<file path="src/sv/arpc_pkg.sv">
// arpc_pkg: table size, command and status codes, and the table entry layout
// for the address resolution cache. No dependencies.
package arpc_pkg;

  localparam int unsigned TableEntries = 16;
  localparam int unsigned IdxW = (TableEntries > 1) ? $clog2(TableEntries) : 1;
  localparam int unsigned CntW = $clog2(TableEntries + 1);
  localparam logic [15:0] AgeLimitReset = 16'd10;

  typedef enum logic [1:0] {
    CMD_LOOKUP  = 2'd0,
    CMD_UPDATE  = 2'd1,
    CMD_REFRESH = 2'd2
  } cmd_e;

  typedef enum logic [2:0] {
    ST_HIT       = 3'd0,
    ST_MISS      = 3'd1,
    ST_EXPIRED   = 3'd2,
    ST_UPDATED   = 3'd3,
    ST_INSERTED  = 3'd4,
    ST_FULL      = 3'd5,
    ST_REFRESHED = 3'd6
  } status_e;

  typedef enum logic [1:0] {
    S_IDLE,
    S_SCAN,
    S_DONE
  } state_e;

  typedef struct packed {
    logic [31:0] ip;
    logic [47:0] mac;
    logic [31:0] stamp;
  } entry_t;

endpackage

</file>
<file path="src/sv/arpc_if.sv">
// arpc_if: valid/ready channel interfaces for requests, responses and the
// age limit write port. No dependencies.
interface arpc_req_if;
  logic        valid;
  logic        ready;
  logic [1:0]  command;
  logic [31:0] ip_address;
  logic [47:0] hardware_address;
  logic [31:0] now_seconds;
  modport source (output valid, command, ip_address, hardware_address, now_seconds,
                  input ready);
  modport sink   (input valid, command, ip_address, hardware_address, now_seconds,
                  output ready);
endinterface

interface arpc_rsp_if;
  logic        valid;
  logic        ready;
  logic        hit;
  logic [47:0] found_mac;
  logic [2:0]  status;
  modport source (output valid, hit, found_mac, status, input ready);
  modport sink   (input valid, hit, found_mac, status, output ready);
endinterface

interface arpc_cfg_if;
  logic        valid;
  logic        ready;
  logic [15:0] age_limit_seconds;
  modport source (output valid, age_limit_seconds, input ready);
  modport sink   (input valid, age_limit_seconds, output ready);
endinterface

</file>
<file path="src/sv/arp_cache_aging_table_unit.sv">
// arp_cache_aging_table_unit: ip to mac resolution table with age-out.
// Depends on arpc_pkg and the channel interfaces in arpc_if.sv.
//
// One request beat in, one response beat out. The table sits in a single
// synchronous memory of TableEntries words (ip, mac, stamp) with a registered
// read; valid bits are flip-flops cleared by reset. Every lookup, update and
// refresh walks the memory from entry 0, one read per clock, so the memory's
// single read port sets the timing: a lookup or update that matches an entry
// ends its walk there, a miss, insert, table full or refresh walks the whole
// table, and an unused command code answers a miss without a walk. The block
// takes one request at a time; a new request beat is taken as soon as the
// previous response is parked in the output register, even if the sink has
// not taken it yet. The age limit is written through its own channel (always
// ready, reset value 10) and must only be written while the block is idle.
module arp_cache_aging_table_unit import arpc_pkg::*; (
  input  logic        clk_i,
  input  logic        rst_ni,
  arpc_cfg_if.sink    cfg_i,
  arpc_req_if.sink    req_i,
  arpc_rsp_if.source  rsp_o
);

  state_e state_q, state_d;

  // captured request
  logic [1:0]  cmd_q;
  logic [31:0] ip_q;
  logic [47:0] mac_q;
  logic [31:0] now_q;
  logic [15:0] age_limit_q;

  // table storage
  entry_t                  mem_q [TableEntries];
  entry_t                  rdata_q;
  logic [TableEntries-1:0] valid_q, valid_d;

  // scan pointer and read pipeline
  logic [CntW-1:0] addr_q, addr_d;
  logic [IdxW-1:0] rd_idx_q;
  logic            rd_vld_q, rd_vld_d;
  logic            rd_en;

  // first free slot seen so far
  logic            free_found_q, free_found_d;
  logic [IdxW-1:0] free_idx_q, free_idx_d;

  // memory write port
  logic            wr_en;
  logic [IdxW-1:0] wr_idx;
  entry_t          wr_data;

  // response being built, and the output register
  logic        res_hit_q, res_hit_d;
  logic [47:0] res_mac_q, res_mac_d;
  status_e     res_status_q, res_status_d;
  logic        out_valid_q, out_valid_d;
  logic        out_hit_q;
  logic [47:0] out_mac_q;
  status_e     out_status_q;

  logic        req_fire;
  logic        out_load;
  logic        scan_done;
  logic        cur_valid;
  logic        cur_match;
  logic        is_last;
  logic [31:0] age;

  assign req_i.ready = (state_q == S_IDLE);
  assign req_fire    = req_i.valid && req_i.ready;
  assign cfg_i.ready = 1'b1;

  assign rsp_o.valid     = out_valid_q;
  assign rsp_o.hit       = out_hit_q;
  assign rsp_o.found_mac = out_mac_q;
  assign rsp_o.status    = out_status_q;

  // entry whose read data is in rdata_q this cycle
  assign cur_valid = valid_q[rd_idx_q];
  assign cur_match = rd_vld_q && cur_valid && (rdata_q.ip == ip_q);
  assign is_last   = (rd_idx_q == IdxW'(TableEntries - 1));
  assign age       = now_q - rdata_q.stamp;

  // next state
  always_comb begin
    state_d = state_q;
    unique case (state_q)
      S_IDLE: begin
        if (req_fire) begin
          if (req_i.command == CMD_LOOKUP || req_i.command == CMD_UPDATE ||
              req_i.command == CMD_REFRESH) begin
            state_d = S_SCAN;
          end else begin
            state_d = S_DONE;
          end
        end
      end
      S_SCAN: begin
        if (scan_done) state_d = S_DONE;
      end
      S_DONE: begin
        if (out_load) state_d = S_IDLE;
      end
      default: state_d = S_IDLE;
    endcase
  end

  // scan datapath and outputs
  always_comb begin
    valid_d      = valid_q;
    addr_d       = addr_q;
    rd_vld_d     = 1'b0;
    free_found_d = free_found_q;
    free_idx_d   = free_idx_q;
    wr_en        = 1'b0;
    wr_idx       = rd_idx_q;
    wr_data      = '{ip: ip_q, mac: mac_q, stamp: now_q};
    res_hit_d    = res_hit_q;
    res_mac_d    = res_mac_q;
    res_status_d = res_status_q;
    scan_done    = 1'b0;
    out_load     = 1'b0;

    // read issue: one entry per clock until the whole table has been asked for
    rd_en = (state_q == S_SCAN) && (addr_q < CntW'(TableEntries));
    if (rd_en) begin
      addr_d   = addr_q + CntW'(1);
      rd_vld_d = 1'b1;
    end

    if (req_fire) begin
      // default answer is a miss, also for the unused command code
      addr_d       = '0;
      free_found_d = 1'b0;
      res_hit_d    = 1'b0;
      res_mac_d    = '0;
      res_status_d = ST_MISS;
    end

    if (state_q == S_SCAN && rd_vld_q) begin
      case (cmd_q)
        CMD_LOOKUP: begin
          if (cur_match) begin
            scan_done = 1'b1;
            if (age > {16'h0, age_limit_q}) begin
              valid_d[rd_idx_q] = 1'b0;
              res_status_d      = ST_EXPIRED;
            end else begin
              res_hit_d    = 1'b1;
              res_mac_d    = rdata_q.mac;
              res_status_d = ST_HIT;
            end
          end else if (is_last) begin
            scan_done = 1'b1;
          end
        end
        CMD_UPDATE: begin
          if (cur_match) begin
            // rewrite mac and stamp in place
            wr_en        = 1'b1;
            scan_done    = 1'b1;
            res_status_d = ST_UPDATED;
          end else begin
            if (!cur_valid && !free_found_q) begin
              free_found_d = 1'b1;
              free_idx_d   = rd_idx_q;
            end
            if (is_last) begin
              scan_done = 1'b1;
              if (free_found_q || !cur_valid) begin
                wr_en           = 1'b1;
                wr_idx          = free_found_q ? free_idx_q : rd_idx_q;
                valid_d[wr_idx] = 1'b1;
                res_status_d    = ST_INSERTED;
              end else begin
                res_status_d = ST_FULL;
              end
            end
          end
        end
        CMD_REFRESH: begin
          // read-modify-write of the stamp; the next read is a different entry
          if (cur_valid) begin
            wr_en   = 1'b1;
            wr_data = '{ip: rdata_q.ip, mac: rdata_q.mac, stamp: now_q};
          end
          if (is_last) begin
            scan_done    = 1'b1;
            res_status_d = ST_REFRESHED;
          end
        end
        default: begin
          scan_done = 1'b1;
        end
      endcase
    end

    // park the response once the output register is free
    if (state_q == S_DONE && (!out_valid_q || rsp_o.ready)) begin
      out_load = 1'b1;
    end

    out_valid_d = out_valid_q;
    if (out_load) begin
      out_valid_d = 1'b1;
    end else if (rsp_o.ready) begin
      out_valid_d = 1'b0;
    end
  end

  // table memory, one write and one registered read per clock
  always_ff @(posedge clk_i) begin
    if (wr_en) mem_q[wr_idx] <= wr_data;
    if (rd_en) rdata_q <= mem_q[addr_q[IdxW-1:0]];
  end

  // control state
  always_ff @(posedge clk_i or negedge rst_ni) begin
    if (!rst_ni) begin
      state_q      <= S_IDLE;
      valid_q      <= '0;
      addr_q       <= '0;
      rd_vld_q     <= 1'b0;
      free_found_q <= 1'b0;
      out_valid_q  <= 1'b0;
      age_limit_q  <= AgeLimitReset;
    end else begin
      state_q      <= state_d;
      valid_q      <= valid_d;
      addr_q       <= addr_d;
      rd_vld_q     <= rd_vld_d;
      free_found_q <= free_found_d;
      out_valid_q  <= out_valid_d;
      if (cfg_i.valid) age_limit_q <= cfg_i.age_limit_seconds;
    end
  end

  // payload registers
  always_ff @(posedge clk_i) begin
    if (req_fire) begin
      cmd_q <= req_i.command;
      ip_q  <= req_i.ip_address;
      mac_q <= req_i.hardware_address;
      now_q <= req_i.now_seconds;
    end
    rd_idx_q     <= addr_q[IdxW-1:0];
    free_idx_q   <= free_idx_d;
    res_hit_q    <= res_hit_d;
    res_mac_q    <= res_mac_d;
    res_status_q <= res_status_d;
    if (out_load) begin
      out_hit_q    <= res_hit_q;
      out_mac_q    <= res_mac_q;
      out_status_q <= res_status_q;
    end
  end

endmodule

</file>
<file path="src/flat_wrapper.sv">
// flat-port wrapper written by rule: the top's interface ports become plain ports
module arp_cache_aging_table_unit_flat import arpc_pkg::*;
  (clk_i, rst_ni, cfg_i_valid, cfg_i_age_limit_seconds, cfg_i_ready, req_i_valid, req_i_command, req_i_ip_address, req_i_hardware_address, req_i_now_seconds, req_i_ready, rsp_o_valid, rsp_o_hit, rsp_o_found_mac, rsp_o_status, rsp_o_ready);
  arpc_cfg_if cfg_i_i ();
  arpc_req_if req_i_i ();
  arpc_rsp_if rsp_o_i ();
  input  logic clk_i;
  input  logic rst_ni;
  input wire logic [$bits(cfg_i_i.valid)-1:0] cfg_i_valid;
  input wire logic [$bits(cfg_i_i.age_limit_seconds)-1:0] cfg_i_age_limit_seconds;
  output wire logic [$bits(cfg_i_i.ready)-1:0] cfg_i_ready;
  input wire logic [$bits(req_i_i.valid)-1:0] req_i_valid;
  input wire logic [$bits(req_i_i.command)-1:0] req_i_command;
  input wire logic [$bits(req_i_i.ip_address)-1:0] req_i_ip_address;
  input wire logic [$bits(req_i_i.hardware_address)-1:0] req_i_hardware_address;
  input wire logic [$bits(req_i_i.now_seconds)-1:0] req_i_now_seconds;
  output wire logic [$bits(req_i_i.ready)-1:0] req_i_ready;
  output wire logic [$bits(rsp_o_i.valid)-1:0] rsp_o_valid;
  output wire logic [$bits(rsp_o_i.hit)-1:0] rsp_o_hit;
  output wire logic [$bits(rsp_o_i.found_mac)-1:0] rsp_o_found_mac;
  output wire logic [$bits(rsp_o_i.status)-1:0] rsp_o_status;
  input wire logic [$bits(rsp_o_i.ready)-1:0] rsp_o_ready;
  assign cfg_i_i.valid = cfg_i_valid;
  assign cfg_i_i.age_limit_seconds = cfg_i_age_limit_seconds;
  assign cfg_i_ready = cfg_i_i.ready;
  assign req_i_i.valid = req_i_valid;
  assign req_i_i.command = req_i_command;
  assign req_i_i.ip_address = req_i_ip_address;
  assign req_i_i.hardware_address = req_i_hardware_address;
  assign req_i_i.now_seconds = req_i_now_seconds;
  assign req_i_ready = req_i_i.ready;
  assign rsp_o_valid = rsp_o_i.valid;
  assign rsp_o_hit = rsp_o_i.hit;
  assign rsp_o_found_mac = rsp_o_i.found_mac;
  assign rsp_o_status = rsp_o_i.status;
  assign rsp_o_i.ready = rsp_o_ready;
  arp_cache_aging_table_unit u_core (.clk_i(clk_i), .rst_ni(rst_ni), .cfg_i(cfg_i_i), .req_i(req_i_i), .rsp_o(rsp_o_i));
endmodule
</file>
<file path="config.mk">
export PLATFORM = sky130hd
export DESIGN_NAME = arp_cache_aging_table_unit_flat
export DESIGN_NICKNAME = d
export VERILOG_FILES = /design/src/sv/arpc_pkg.sv /design/src/sv/arpc_if.sv /design/src/sv/arp_cache_aging_table_unit.sv /design/src/flat_wrapper.sv
export SDC_FILE = /design/constraint.sdc
export NUM_CORES = 2
export LEC_CHECK = 0
export BUFFER_PORTS_ARGS = -buffer_cell sky130_fd_sc_hd__buf_2
export CAP_MARGIN = 10
export CORE_UTILIZATION = 58
export CTS_BUF_LIST = sky130_fd_sc_hd__clkbuf_4 sky130_fd_sc_hd__clkbuf_8
export DETAILED_ROUTE_END_ITERATION = 8
export GPL_TIMING_DRIVEN = 0
export PLACE_DENSITY = 0.78
export SYNTH_ARGS = -nofsm -noshare
export SYNTH_HDL_FRONTEND = slang
export SYNTH_SLANG_ARGS = --single-unit
</file>
<file path="constraint.sdc">
create_clock -name clk_i -period 8.45 [get_ports clk_i]
set_input_delay 1.69 -clock clk_i [delete_from_list [all_inputs] [get_ports clk_i]]
set_output_delay 1.69 -clock clk_i [all_outputs]
set_load 0.03 [all_outputs]
</file>
==> results.yml <==
timing:
  tightest_slew_ns: 1.39
  fmax_mhz: 158
  setup_viol: 0
  hold_violations: 0
  period_needed_ns: 6.33
  setup_slack_ns: 2.12
  finalSetupTns_ns: 0
  finalMaxSlewViolations: 0
  slew_headroom_pct: 7.29
  skew_ns: 0.116
  period_share_pct: 74.9
  rsz0062_at_grt: "no"
final_layout:
  drive_above_1_share_pct: 32.5
  nFillCells: 8427
  area_growth_syn_to_layout_pct: 15.0
  nets: 4608
logic_synthesis:
  yosys.area.top_type: "edfxtp_1"
  ys_warn_count: 0
  yosysMostFrequentCell: "edfxtp_1"
  synthTopCellsByArea: "edfxtp_1 74%, mux4_2 15%, dfxtp_1 1.3%"
  ys_ff_latch: 2172
  synth_nets: 3961
  netlist_instances: 3772
  yosysSeqAreaShare_pct: 77.1
  synth.distinct_cells: 71
  yosys-top-cells-count: "2074 x edfxtp_1, 565 x mux4_2, 131 x nand2_1, 108 x inv_1, 102 x clkbuf_1"
  syn_area_per_cell_um2: 22.2
  synth_top_area_share_pct: 74.5
  syn_area_mm2: 0.0836
  synth-edff-count: 2074
  synthArstFlopShare_pct: 1.93
  synth_top_flop_cell: "edfxtp_1"
placed_design:
  gp_congestion: 0.844
  post-dp-hpwl_um: 124000
  dp_slack_ns: 2.20
  numPortBuffers: 188
routing:
  final_antenna_net_count: 0
  drc_errors: 0
  wire_per_inst_um: 31.5
  drt-pass1-iter-count: 8
  vias: 43000
  wl_um: 207000
  drt_iter0_markers: 6343
  routed_via_density: 6.56
clock_network:
  clk_pin_slew_ns: 0.06
  cts.hold.buffers_added: 0
  clock_latency_ns: 1.07
  clockRootBuffer: "clkbuf_8"
  cts_resized: 0
  cts.sinks: 2172
  cts_buffers: 349
  tritoncts: "done"
  htreeDepth: 5
  post-cts-setup-buffers: 0
  clk_path_buf_depth: 4
power_and_ir_drop:
  finalPower_uw: 20500
  internal_power_uw: 16400
  pwr-share-seq_pct: 56.7
  p_clk_share_pct: 42.9
  max-vdd-ir-drop_mv: 0.131
  power.switching_uw: 4050
  p_sw_share_pct: 19.8
  p_per_area_mw_per_mm2: 213
  power.leakage_uw: 0.0318
  pwr-share-comb_pct: 0.3
grt:
  grt_pass1_vias: 44100
  overflow: 0
  grtUsageMet3_pct: 6.50
  antenna_found_initial: 9
  grt_use_total_pct: 28.5
  use_met1_pct: 37.4
  grt_max_degree: 74
  met2_usage_pct: 46.1
  grt_pass1_wl_um: 296000
  grt_busiest_layer: "met2"
floorplanning:
  start_util_pct: 58.8
  die_area_mm2: 0.146
  core_mm2: 0.142
  die_w_um: 382
  die_h_um: 382
  ios: 190
  num_rows: 138
job:
  maxCapViolations: 0
worst_setup_path:
  crit_arrival_ns: 7.24
  path_max_fanout: 17
  worstSetupPathType: "reg -> reg"
  endpoint_kind: "flop"
  cp.required_ns: 9.36
  cp-start-kind: "flop"
run_status:
  outcome: "complete, no violations"
worst_hold_path:
  hold_path.class: "reg -> reg"
[cell type report]
type                       count  area [µm²]  share of cell area [%]
sequential                  2172       64500                    67.1
multi-input combinational   1323       18200                    18.9
antenna                        4        10.0                  0.0104
timing repair buffer         296        3310                    3.44
tap                         1890        2360                    2.46
clock inverter               120         773                   0.804
clock buffer                 479        5920                    6.16
buffer                       168         676                   0.703
inverter                     109         414                   0.431
[power groups by stage]
stage	clock, µW	sequential, µW	combinational (µW)
after floorplan	0	11900	20.5
after detailed placement	0	11900	67.7
after CTS	8890	11600	68.4
after global placement	0	11900	65.7
final	8800	11600	69.1
after global routing	9320	11600	77.4
[kinds of logic (layout without fill, tap and decap cells)]
kind of cell,count (synthesis),after routing,synth area share [%]
adders and majority gates,54,54,0.817
muxes,694,694,16.9
AOI/OAI and AO/OA,190,190,1.45
and+or+nand+nor,324,324,1.84
DFF,2172,2172,77.1
buffers and inverters,277,1172,1.29
other,1,5,0.00449
xor gates and xnor gates,60,60,0.629
[cell usage in the layout (no fill, tap or decap), types with 53 or more instances in the layout]
cell type	n
clkbuf_8	371
clkinv_1	68
ha_1	53
nand2_1	131
mux4_2	565
buf_1	54
a21oi_1	53
clkbuf_4	109
buf_12	72
inv_1	108
dfxtp_1	56
clkbuf_1	101
mux2_2	80
buf_2	194
edfxtp_1	2074
nor2_1	57
[sequential cells by signal, summed over array words and instances, names as in the netlist, 4 cells and up]
name,count
u_core.valid_q,16
u_core.mac_q,48
u_core.age_limit_q,16
u_core.addr_q,5
u_core.ip_q,32
u_core.free_idx_q,4
u_core.res_mac_q,48
u_core.now_q,32
u_core.rsp_o.found_mac,48
u_core.rdata_q,112
u_core.mem_q,1792
u_core.rd_idx_q,4
[per-stage QoR]
stage | hold WS (ns) | cell area [µm²] | cells | util [%]
after floorplan | 0.345 | 83600 | 3772 | -
after global placement | 0.356 | 86900 | 5850 | 61.1
after detailed placement | 0.356 | 89300 | 5953 | 62.8
after CTS | 0.374 | 96000 | 6552 | 67.5
after global routing | 0.371 | 96100 | 6560 | 67.6
final | 0.379 | 96100 | 6561 | 67.6
[worst max-delay path, stage by stage (launching register included)]
cell      delay (ns)
edfxtp_1        0.75
ha_1            0.41
a21oi_1         0.36
a21boi_0        0.18
o21ai_0         0.23
a21boi_0        0.16
o21a_1          0.19
nor2_1          0.18
o21bai_1        0.09
a21oi_1         0.19
xnor2_1         0.15
ha_1            0.27
nand4_1         0.13
inv_1           0.05
a221oi_1        0.30
nor2_1          0.07
nor4_1          0.31
o22ai_1         0.13
nor3_1          0.16
nand4_1         0.38
nor3_2          0.75
buf_6           0.35
buf_8           0.20
mux2i_1         0.21
[per-layer routing]
metal	share of wire, %	up-vias	routed length, µm
met5	0.0063	-	13
met4	4.3	2	8950
met3	11	598	22600
met2	49	3274	102000
met1	35	22100	73200
li1	-	17000	-
[final timing paths]
| kind | endpoint | start | depth (start not counted) | slack (ns) |
|---|---|---|---|---|
| worst min-delay path | u_core.rd_idx_q[2] | u_core.addr_q[2] | 0 | 0.38 |
| worst min register to register | u_core.rd_idx_q[2] | u_core.addr_q[2] | 0 | 0.38 |
| max in group asynchronous | u_core.rsp_o.valid | rst_ni | 2 | 7.30 |
| min in group asynchronous | u_core.age_limit_q[2] | rst_ni | 1 | 0.59 |
| worst max register to register | u_core.res_mac_q[44] | u_core.now_q[4] | 23 | 2.12 |
| worst max-delay path | u_core.res_mac_q[44] | u_core.now_q[4] | 23 | 2.12 |
No activity file was read; power rests on OpenSTA's default activity.
